===== src/hdl/mm4_pkg.sv =====
// ----------------------------------------------------------------------------
// mm4_pkg
// shared types and constants of the fixed-point matrix multiplier
// ----------------------------------------------------------------------------
package mm4_pkg;

  // item kinds
  localparam logic [1:0] KIND_LOAD_LEFT  = 2'd0;
  localparam logic [1:0] KIND_LOAD_RIGHT = 2'd1;
  localparam logic [1:0] KIND_COMPUTE    = 2'd2;

  // q16.16 element and product widths
  localparam int DATA_W = 32;
  localparam int PROD_W = 64;
  localparam int FRAC_W = 16;
  // top bit kept after the shift; bits above it must be sign copies
  localparam int SAT_BIT = DATA_W + FRAC_W - 1;

  localparam logic [DATA_W-1:0] SAT_MAX = 32'h7FFF_FFFF;
  localparam logic [DATA_W-1:0] SAT_MIN = 32'h8000_0000;

  // control that travels along the mac pipe with each product term
  typedef struct packed {
    logic valid;
    logic first;
    logic last;
  } mac_ctl_t;

endpackage


===== src/hdl/mm4_store.sv =====
// ----------------------------------------------------------------------------
// mm4_store
// one matrix store: single write port, registered read, reset to zero
// ----------------------------------------------------------------------------
module mm4_store #(
  parameter int DEPTH = 16
) (
  input  logic                        clk,
  input  logic                        rst_n,
  input  logic                        wr_en,
  input  logic [$clog2(DEPTH)-1:0]    wr_addr,
  input  logic [mm4_pkg::DATA_W-1:0]  wr_data,
  input  logic [$clog2(DEPTH)-1:0]    rd_addr,
  output logic [mm4_pkg::DATA_W-1:0]  rd_data
);

  logic [mm4_pkg::DATA_W-1:0] mem [DEPTH];
  logic [DEPTH-1:0]           vld_r;
  logic [mm4_pkg::DATA_W-1:0] rd_r;
  logic                       rd_vld_r;

  always_ff @(posedge clk) begin
    if (wr_en) begin
      mem[wr_addr] <= wr_data;
    end
    rd_r <= mem[rd_addr];
  end

  // entries never written read as zero
  always_ff @(posedge clk) begin
    if (!rst_n) begin
      vld_r    <= '0;
      rd_vld_r <= 1'b0;
    end else begin
      if (wr_en) begin
        vld_r[wr_addr] <= 1'b1;
      end
      rd_vld_r <= vld_r[rd_addr];
    end
  end

  assign rd_data = rd_vld_r ? rd_r : '0;

endmodule


===== src/hdl/mm4_mac.sv =====
// ----------------------------------------------------------------------------
// mm4_mac
// shared multiply-accumulate unit with shift and saturation of the sum
// ----------------------------------------------------------------------------
module mm4_mac #(
  parameter int ACC_W = 66
) (
  input  logic                        clk,
  input  logic                        rst_n,
  input  mm4_pkg::mac_ctl_t           ctl_in,
  input  logic [mm4_pkg::DATA_W-1:0]  a_data,
  input  logic [mm4_pkg::DATA_W-1:0]  b_data,
  output logic                        done,
  output logic [mm4_pkg::DATA_W-1:0]  sat_value
);

  mm4_pkg::mac_ctl_t               ctl1_r;
  mm4_pkg::mac_ctl_t               ctl2_r;
  logic signed [mm4_pkg::PROD_W-1:0] prod_r;
  logic signed [ACC_W-1:0]         acc_r;
  logic signed [ACC_W-1:0]         term;
  logic signed [ACC_W-1:0]         acc_nxt;
  logic                            done_r;
  logic                            pos_ovf;
  logic                            neg_ovf;

  // ctl1 lines up with the registered store data
  always_ff @(posedge clk) begin
    if (!rst_n) begin
      ctl1_r <= '0;
      ctl2_r <= '0;
      done_r <= 1'b0;
    end else begin
      ctl1_r <= ctl_in;
      ctl2_r <= ctl1_r;
      done_r <= ctl2_r.valid & ctl2_r.last;
    end
  end

  always_ff @(posedge clk) begin
    prod_r <= $signed(a_data) * $signed(b_data);
    if (ctl2_r.valid) begin
      acc_r <= acc_nxt;
    end
  end

  assign term    = ACC_W'(prod_r);
  assign acc_nxt = ctl2_r.first ? term : acc_r + term;

  // bits above the kept field must all match the sign
  assign pos_ovf = !acc_r[ACC_W-1] && (|acc_r[ACC_W-2:mm4_pkg::SAT_BIT]);
  assign neg_ovf =  acc_r[ACC_W-1] && !(&acc_r[ACC_W-2:mm4_pkg::SAT_BIT]);

  always_comb begin
    if (pos_ovf) begin
      sat_value = mm4_pkg::SAT_MAX;
    end else if (neg_ovf) begin
      sat_value = mm4_pkg::SAT_MIN;
    end else begin
      sat_value = acc_r[mm4_pkg::SAT_BIT:mm4_pkg::FRAC_W];
    end
  end

  assign done = done_r;

endmodule


===== src/hdl/matrix4x4_multiply.sv =====
// ----------------------------------------------------------------------------
// matrix4x4_multiply
// square q16.16 matrix multiplier on one shared multiply-accumulate unit
// ----------------------------------------------------------------------------
// operation: a load beat is written into its store as it is taken; a compute beat
//   issues each product element's terms, drains the mac pipe and emits the element
//   before the next; in_stall holds off new beats until the last element is taken
// reset: synchronous active-low rst_n; both stores read as zero after reset
// ----------------------------------------------------------------------------
module matrix4x4_multiply #(
  parameter int MATRIX_DIM = 4
) (
  input  logic        clk,
  input  logic        rst_n,
  // input channel
  input  logic        in_valid,
  output logic        in_stall,
  input  logic [1:0]  in_kind,
  input  logic [1:0]  in_row,
  input  logic [1:0]  in_col,
  input  logic signed [31:0] in_value,
  // result channel
  output logic        out_valid,
  input  logic        out_stall,
  output logic [1:0]  out_row,
  output logic [1:0]  out_col,
  output logic signed [31:0] out_product_value,
  output logic        out_last
);

  localparam int CELLS  = MATRIX_DIM * MATRIX_DIM;
  localparam int ADDR_W = $clog2(CELLS);
  localparam int IDX_W  = $clog2(MATRIX_DIM);
  // exact sum of MATRIX_DIM full products
  localparam int ACC_W  = mm4_pkg::PROD_W + $clog2(MATRIX_DIM);
  localparam logic [IDX_W-1:0] IDX_LAST = IDX_W'(MATRIX_DIM - 1);

  // sequencer states
  localparam logic [1:0] ST_IDLE  = 2'd0;
  localparam logic [1:0] ST_ISSUE = 2'd1;
  localparam logic [1:0] ST_DRAIN = 2'd2;
  localparam logic [1:0] ST_EMIT  = 2'd3;

  logic [1:0]       state_r, state_nxt;
  logic [IDX_W-1:0] r_r, r_nxt;
  logic [IDX_W-1:0] c_r, c_nxt;
  logic [IDX_W-1:0] k_r, k_nxt;
  logic             out_valid_r, out_valid_nxt;
  logic [mm4_pkg::DATA_W-1:0] out_value_r;

  logic             in_acc;
  logic             out_acc;
  logic             in_range;
  logic             wr_left;
  logic             wr_right;
  logic [ADDR_W-1:0] wr_addr;
  logic [ADDR_W-1:0] left_addr;
  logic [ADDR_W-1:0] right_addr;
  logic [mm4_pkg::DATA_W-1:0] left_data;
  logic [mm4_pkg::DATA_W-1:0] right_data;
  mm4_pkg::mac_ctl_t mac_ctl;
  logic             mac_done;
  logic [mm4_pkg::DATA_W-1:0] mac_value;
  logic             elem_last;

  // handshakes: only idle takes beats
  assign in_stall = (state_r != ST_IDLE);
  assign in_acc   = in_valid && !in_stall;
  assign out_acc  = out_valid_r && !out_stall;

  // loads outside the matrix are dropped
  assign in_range = (32'(in_row) < MATRIX_DIM) && (32'(in_col) < MATRIX_DIM);
  assign wr_left  = in_acc && in_range && (in_kind == mm4_pkg::KIND_LOAD_LEFT);
  assign wr_right = in_acc && in_range && (in_kind == mm4_pkg::KIND_LOAD_RIGHT);
  assign wr_addr  = ADDR_W'(ADDR_W'(in_row) * ADDR_W'(MATRIX_DIM) + ADDR_W'(in_col));

  // left walks along row r, right walks down column c
  assign left_addr  = ADDR_W'(ADDR_W'(r_r) * ADDR_W'(MATRIX_DIM) + ADDR_W'(k_r));
  assign right_addr = ADDR_W'(ADDR_W'(k_r) * ADDR_W'(MATRIX_DIM) + ADDR_W'(c_r));

  assign mac_ctl.valid = (state_r == ST_ISSUE);
  assign mac_ctl.first = (k_r == '0);
  assign mac_ctl.last  = (k_r == IDX_LAST);

  assign elem_last = (r_r == IDX_LAST) && (c_r == IDX_LAST);

  mm4_store #(
    .DEPTH(CELLS)
  ) u_left (
    .clk     (clk),
    .rst_n   (rst_n),
    .wr_en   (wr_left),
    .wr_addr (wr_addr),
    .wr_data (in_value),
    .rd_addr (left_addr),
    .rd_data (left_data)
  );

  mm4_store #(
    .DEPTH(CELLS)
  ) u_right (
    .clk     (clk),
    .rst_n   (rst_n),
    .wr_en   (wr_right),
    .wr_addr (wr_addr),
    .wr_data (in_value),
    .rd_addr (right_addr),
    .rd_data (right_data)
  );

  mm4_mac #(
    .ACC_W(ACC_W)
  ) u_mac (
    .clk       (clk),
    .rst_n     (rst_n),
    .ctl_in    (mac_ctl),
    .a_data    (left_data),
    .b_data    (right_data),
    .done      (mac_done),
    .sat_value (mac_value)
  );

  // sequencer: issue one term per cycle, wait for the sum, hold the beat
  always_comb begin
    state_nxt     = state_r;
    r_nxt         = r_r;
    c_nxt         = c_r;
    k_nxt         = k_r;
    out_valid_nxt = out_valid_r;
    unique case (state_r)
      ST_IDLE: begin
        if (in_acc && (in_kind == mm4_pkg::KIND_COMPUTE)) begin
          r_nxt     = '0;
          c_nxt     = '0;
          k_nxt     = '0;
          state_nxt = ST_ISSUE;
        end
      end
      ST_ISSUE: begin
        if (k_r == IDX_LAST) begin
          k_nxt     = '0;
          state_nxt = ST_DRAIN;
        end else begin
          k_nxt = k_r + 1'b1;
        end
      end
      ST_DRAIN: begin
        if (mac_done) begin
          out_valid_nxt = 1'b1;
          state_nxt     = ST_EMIT;
        end
      end
      ST_EMIT: begin
        if (out_acc) begin
          out_valid_nxt = 1'b0;
          if (elem_last) begin
            state_nxt = ST_IDLE;
          end else begin
            state_nxt = ST_ISSUE;
            if (c_r == IDX_LAST) begin
              c_nxt = '0;
              r_nxt = r_r + 1'b1;
            end else begin
              c_nxt = c_r + 1'b1;
            end
          end
        end
      end
      default: begin
        state_nxt = ST_IDLE;
      end
    endcase
  end

  always_ff @(posedge clk) begin
    if (!rst_n) begin
      state_r     <= ST_IDLE;
      out_valid_r <= 1'b0;
      r_r         <= '0;
      c_r         <= '0;
      k_r         <= '0;
    end else begin
      state_r     <= state_nxt;
      out_valid_r <= out_valid_nxt;
      r_r         <= r_nxt;
      c_r         <= c_nxt;
      k_r         <= k_nxt;
    end
  end

  // result register, loaded once per element
  always_ff @(posedge clk) begin
    if (state_r == ST_DRAIN && mac_done) begin
      out_value_r <= mac_value;
    end
  end

  assign out_valid         = out_valid_r;
  assign out_row           = 2'(r_r);
  assign out_col           = 2'(c_r);
  assign out_product_value = out_value_r;
  assign out_last          = elem_last;

endmodule

===== config.mk =====
export PLATFORM = sky130hd
export DESIGN_NAME = matrix4x4_multiply
export DESIGN_NICKNAME = d
export VERILOG_FILES = /design/src/hdl/mm4_pkg.sv /design/src/hdl/mm4_store.sv /design/src/hdl/mm4_mac.sv /design/src/hdl/matrix4x4_multiply.sv
export SDC_FILE = /design/constraint.sdc
export NUM_CORES = 2
export LEC_CHECK = 0
export BUFFER_PORTS_ARGS = -buffer_cell sky130_fd_sc_hd__buf_4
export CAP_MARGIN = 30
export CORE_ASPECT_RATIO = 0.7
export CORE_MARGIN = 5
export CORE_UTILIZATION = 55
export CTS_BUF_LIST = sky130_fd_sc_hd__clkbuf_4
export DETAILED_ROUTE_END_ITERATION = 8
export GPL_TIMING_DRIVEN = 1
export HOLD_SLACK_MARGIN = 0.03
export PLACE_DENSITY = 0.71
export SLEW_MARGIN = 5
export SYNTH_ARGS = -nofsm -noshare
export SYNTH_HDL_FRONTEND = slang
export SYNTH_SLANG_ARGS = --single-unit

===== constraint.sdc =====
create_clock -name clk -period 10.8 [get_ports clk]
set_input_delay 1.08 -clock clk [delete_from_list [all_inputs] [get_ports clk]]
set_output_delay 1.08 -clock clk [all_outputs]
set_load 0.02 [all_outputs]

==> load_flow_metrics.sql <==
INSERT INTO impl_metrics (metric_group, metric, value, unit) VALUES
('status', 'outcome', 'finished, final reports clean', ''),
('floorplan', 'core.rowCount', '121', ''),
('global_route', 'gr_util_all_layers', '29.3', '%'),
('pwr', 'vdd_ir_drop_max', '95.4', 'µV'),
('drt', 'per_cell_via_count_in_the_routed_design', '5.94', ''),
('worst_setup_path', 'largest_driver_fanout_on_the_critical_path', '30', ''),
('pwr', 'total_leakage_power', '37.6', 'nW'),
('cts', 'hold_buffers', '0', ''),
('finish', 'layout.filler_cells', '12100', ''),
('synthesis', 'mappedNetlistNets', '8043', ''),
('cts', 'htree_num_levels', '5', ''),
('floorplan', 'die-height', '342', 'µm'),
('global_route', 'grt_first_pass_wirelength', '360000', 'µm'),
('timing', 'timing.final.crit_share', '92.6', '%'),
('pwr', 'power-per-cell-area', '110', 'mW/mm²'),
('drt', 'wl', '236000', 'µm'),
('worst_setup_path', 'bufs_and_invs_on_worst_path', '5', ''),
('worst_setup_path', 'cp_slowest_stage_delay', '0.86', 'ns'),
('timing', 'finalMaxSlewViolations', '0', ''),
('floorplan', 'fp.dieArea', '0.165', 'mm²'),
('drt', 'postRouteAntennaNets', '0', ''),
('timing', 'finalWorstSetupSlack', '0.799', 'ns'),
('timing', 'fin_tns_setup', '0', 'ns'),
('synthesis', 'postSynth.topFlopCell', 'edfxtp_1', ''),
('drt', 'route.vias.total', '54800', ''),
('synthesis', 'synth-async-reset-ratio', '0', '%'),
('worst_setup_path', 'timing.critical_path.required', '11.91', 'ns'),
('timing', 'timing.final.crit_period', '10.00', 'ns'),
('floorplan', 'initial_utilization', '55.4', '%'),
('synthesis', 'library_cells_used_by_synthesis', '93', ''),
('synthesis', 'synth-edff-count', '1122', ''),
('drt', 'mean_routed_wirelength_per_cell', '25.6', 'µm'),
('timing', 'slew-limit-headroom', '29.8', '%'),
('global_route', 'initial_antenna_violation_count', '9', ''),
('timing', 'max_clock_freq', '100', 'MHz'),
('drt', 'drtIter0Drc', '6235', ''),
('cts', 'clock_path_buffers', '4', ''),
('synthesis', 'postSynthRegisterBits', '1300', ''),
('cts', 'numClockSinks', '1300', ''),
('worst_setup_path', 'most_frequent_cp_cell', 'fa_1', ''),
('cts', 'cts-buffers-inserted', '323', ''),
('synthesis', 'post_synth.cell_area_avg', '13.0', 'µm²'),
('cts', 'clkSlewWorstSetupHoldPaths', '0.07', 'ns'),
('finish', 'fin_nets', '8266', ''),
('global_route', 'grt_start_max_net_pins', '79', ''),
('cts', 'cts.repair_timing.setup_buffer_count', '0', ''),
('placement', 'weighted_congestion_reported_at_the_end_of_routability_driven_placement', '1.03', ''),
('timing', 'max_slew.worst_pin.slew', '1.04', 'ns'),
('finish', 'layout-area-overhead-vs-synth', '8.95', '%'),
('drt', 'first_pass_iters', '7', ''),
('cts', 'root_buffer', 'clkbuf_4', ''),
('synthesis', 'sequential_to_total_area_share_from_yosys_stat', '43.1', '%'),
('synthesis', 'synth.yosys.warnings', '0', ''),
('worst_setup_path', 'critical_path.slowest_cell', 'o311ai_1', ''),
('worst_setup_path', 'critical_path_arrival', '11.11', 'ns'),
('synthesis', 'synthesis.area', '0.0864', 'mm²'),
('placement', 'dpl.hpwl', '171000', 'µm'),
('timing', 'finalClockSkew', '0.0985', 'ns'),
('finish', 'final_layout_size_suffix_gt1_share', '16.6', '%'),
('floorplan', 'core_region_area', '0.156', 'mm²'),
('cts', 'cts-resized-gates', '0', ''),
('floorplan', 'width_of_the_die', '484', 'µm'),
('synthesis', 'mapped_cells', '6661', ''),
('cts', 'insertion_delay', '1.26', 'ns'),
('timing', 'report.final.hold_viol_count', '0', ''),
('worst_setup_path', 'crit_family', 'adder cells', ''),
('worst_setup_path', 'reg2reg_slack', '0.80', 'ns'),
('worst_hold_path', 'hold_wc_path_type', 'input pin to register', ''),
('placement', 'buffer_ports.inserted', '80', ''),
('timing', 'setup_repair_after_global_routing_missed_its_margin', 'false', ''),
('global_route', 'grt_remaining_overflow', '0', ''),
('worst_setup_path', 'critical_path_class', 'register to register', ''),
('global_route', 'first_global_vias', '57400', ''),
('cts', 'cts_tree', 'built', ''),
('floorplan', 'ios', '81', ''),
('worst_setup_path', 'worstSetupStartpointType', 'register', ''),
('placement', 'preCtsSetupSlack', '1.21', 'ns'),
('worst_setup_path', 'end_kind', 'register', ''),
('drt', 'detail_route.drc_violations', '0', ''),
('flow_run', 'timing.max_cap.violations', '0', ''),
('timing', 'number_of_setup_violations_in_the_final_report', '0', '');
==> worst paths after layout <==
check              startpoint                  to  depth (start not counted)
max          u_right.rd_vld_r    u_mac.prod_r[60]                         25
min              in_value[22]  u_left.mem[14][22]                          1
max reg2reg  u_right.rd_vld_r    u_mac.prod_r[60]                         25
min reg2reg   u_mac.ctl1_r[2]     u_mac.ctl2_r[2]                          1
==> stage by stage <==
step | power [mW] | instance area [µm²] | utilization (%) | instances | hold slack [ns]
CTS | 10.4 | 93900 | 60.2 | 9195 | 0.0601
global placement | 6.28 | 89700 | 57.6 | 8633 | 0.414
global route | 10.8 | 94100 | 60.4 | 9213 | 0.0842
finish | 10.3 | 94100 | 60.4 | 9215 | 0.216
floorplan | 6.06 | 86400 | - | 6661 | 0.412
detailed placement | 6.30 | 89800 | 57.6 | 8639 | 0.419
==> cells in the mapped netlist (52+ instances only) <==
master       n  share of area (%)
and2_1      73               0.53
fa_1      1083                 25
mux4_2     330                8.6
inv_1     1008                4.4
xnor2_1     85               0.86
o21ai_0    125               0.72
clkbuf_1   306                1.3
dfxtp_1    178                4.1
edfxtp_1  1122                 39
a21o_1      61               0.53
nor2_1     702                3.1
ha_1       257                3.7
nand2_1    693                3.0
nand3_1     52               0.30
a21oi_1    140               0.81
==> layout by cell type (no fill, tap or decap), drive strengths merged, types with 21 or more instances in the layout <==
cell type / Yosys / layout
o21bai: 25 / 25
o21ai: 142 / 142
inv: 1009 / 1013
a21oi: 142 / 142
edfxtp: 1122 / 1122
nand3: 52 / 52
nand2: 693 / 693
nor3: 24 / 24
a21o: 61 / 61
dfxtp: 178 / 178
clkinv: 1 / 59
fa: 1083 / 1083
xor2: 48 / 48
mux4: 330 / 330
nand2b: 21 / 21
and2: 77 / 77
nor2: 702 / 702
o21a: 44 / 44
clkbuf: 306 / 488
nand4: 31 / 31
buf: 47 / 251
ha: 257 / 257
xnor2: 85 / 85
==> power breakdown <==
| part | switching (mW) | internal [mW] |
|---|---|---|
| logic | 0.314 | 0.248 |
| registers | 0.108 | 5.53 |
| clock network | 1.95 | 2.17 |
| total | 2.37 | 7.95 |
==> routing by layer <==
| layer | vias up | global-route usage [%] | wire length (µm) | share of wire, % |
|---|---|---|---|---|
| met1 | 28100 | 43.4 | 96900 | 41 |
| met4 | 10 | 8.97 | 7420 | 3.1 |
| met3 | 511 | 10.1 | 32100 | 14 |
| met2 | 3374 | 41.2 | 99300 | 42 |
| li1 | 22800 | - | - | - |
| met5 | - | 0 | 71 | 0.030 |
==> logic make-up after synthesis <==
logic type	after synthesis	synth area share, %
AO/OA/AOI/OAI	527	4.12
XOR/XNOR	133	1.35
adder cells (fa/ha/maj)	1340	28.8
buffers and inverters	1363	5.95
flip-flops	1300	43.1
multiplexers	338	8.70
AND/OR/NAND/NOR	1660	7.92
==> registers in the layout, summed over array words and instances (netlist names) <==
name / cells
u_left.mem: 512
u_right.rd_r: 32
u_mac.done: 1
u_left.vld_r: 16
u_mac.ctl2_r: 3
u_left.rd_r: 32
u_right.mem: 512
out_col: 2
out_product_value: 32
out_valid: 1
u_mac.prod_r: 64
u_right.vld_r: 16
u_right.rd_vld_r: 1
u_mac.acc_r: 66
u_left.rd_vld_r: 1
k_r: 2
out_row: 2
state_r: 2
u_mac.ctl1_r: 3
==> cell type report <==
type / instances / area [µm²] / share of cell area (%)
clock buffer: 488 / 3660 / 3.89
clock inverter: 68 / 405 / 0.431
antenna: 9 / 22.5 / 0.0239
sequential: 1300 / 37300 / 39.6
multi-input combinational: 3998 / 44200 / 47.0
tap: 2091 / 2620 / 2.78
timing repair buffer: 251 / 2120 / 2.25
inverter: 1010 / 3790 / 4.03
Power figures use the tool's default switching activity.
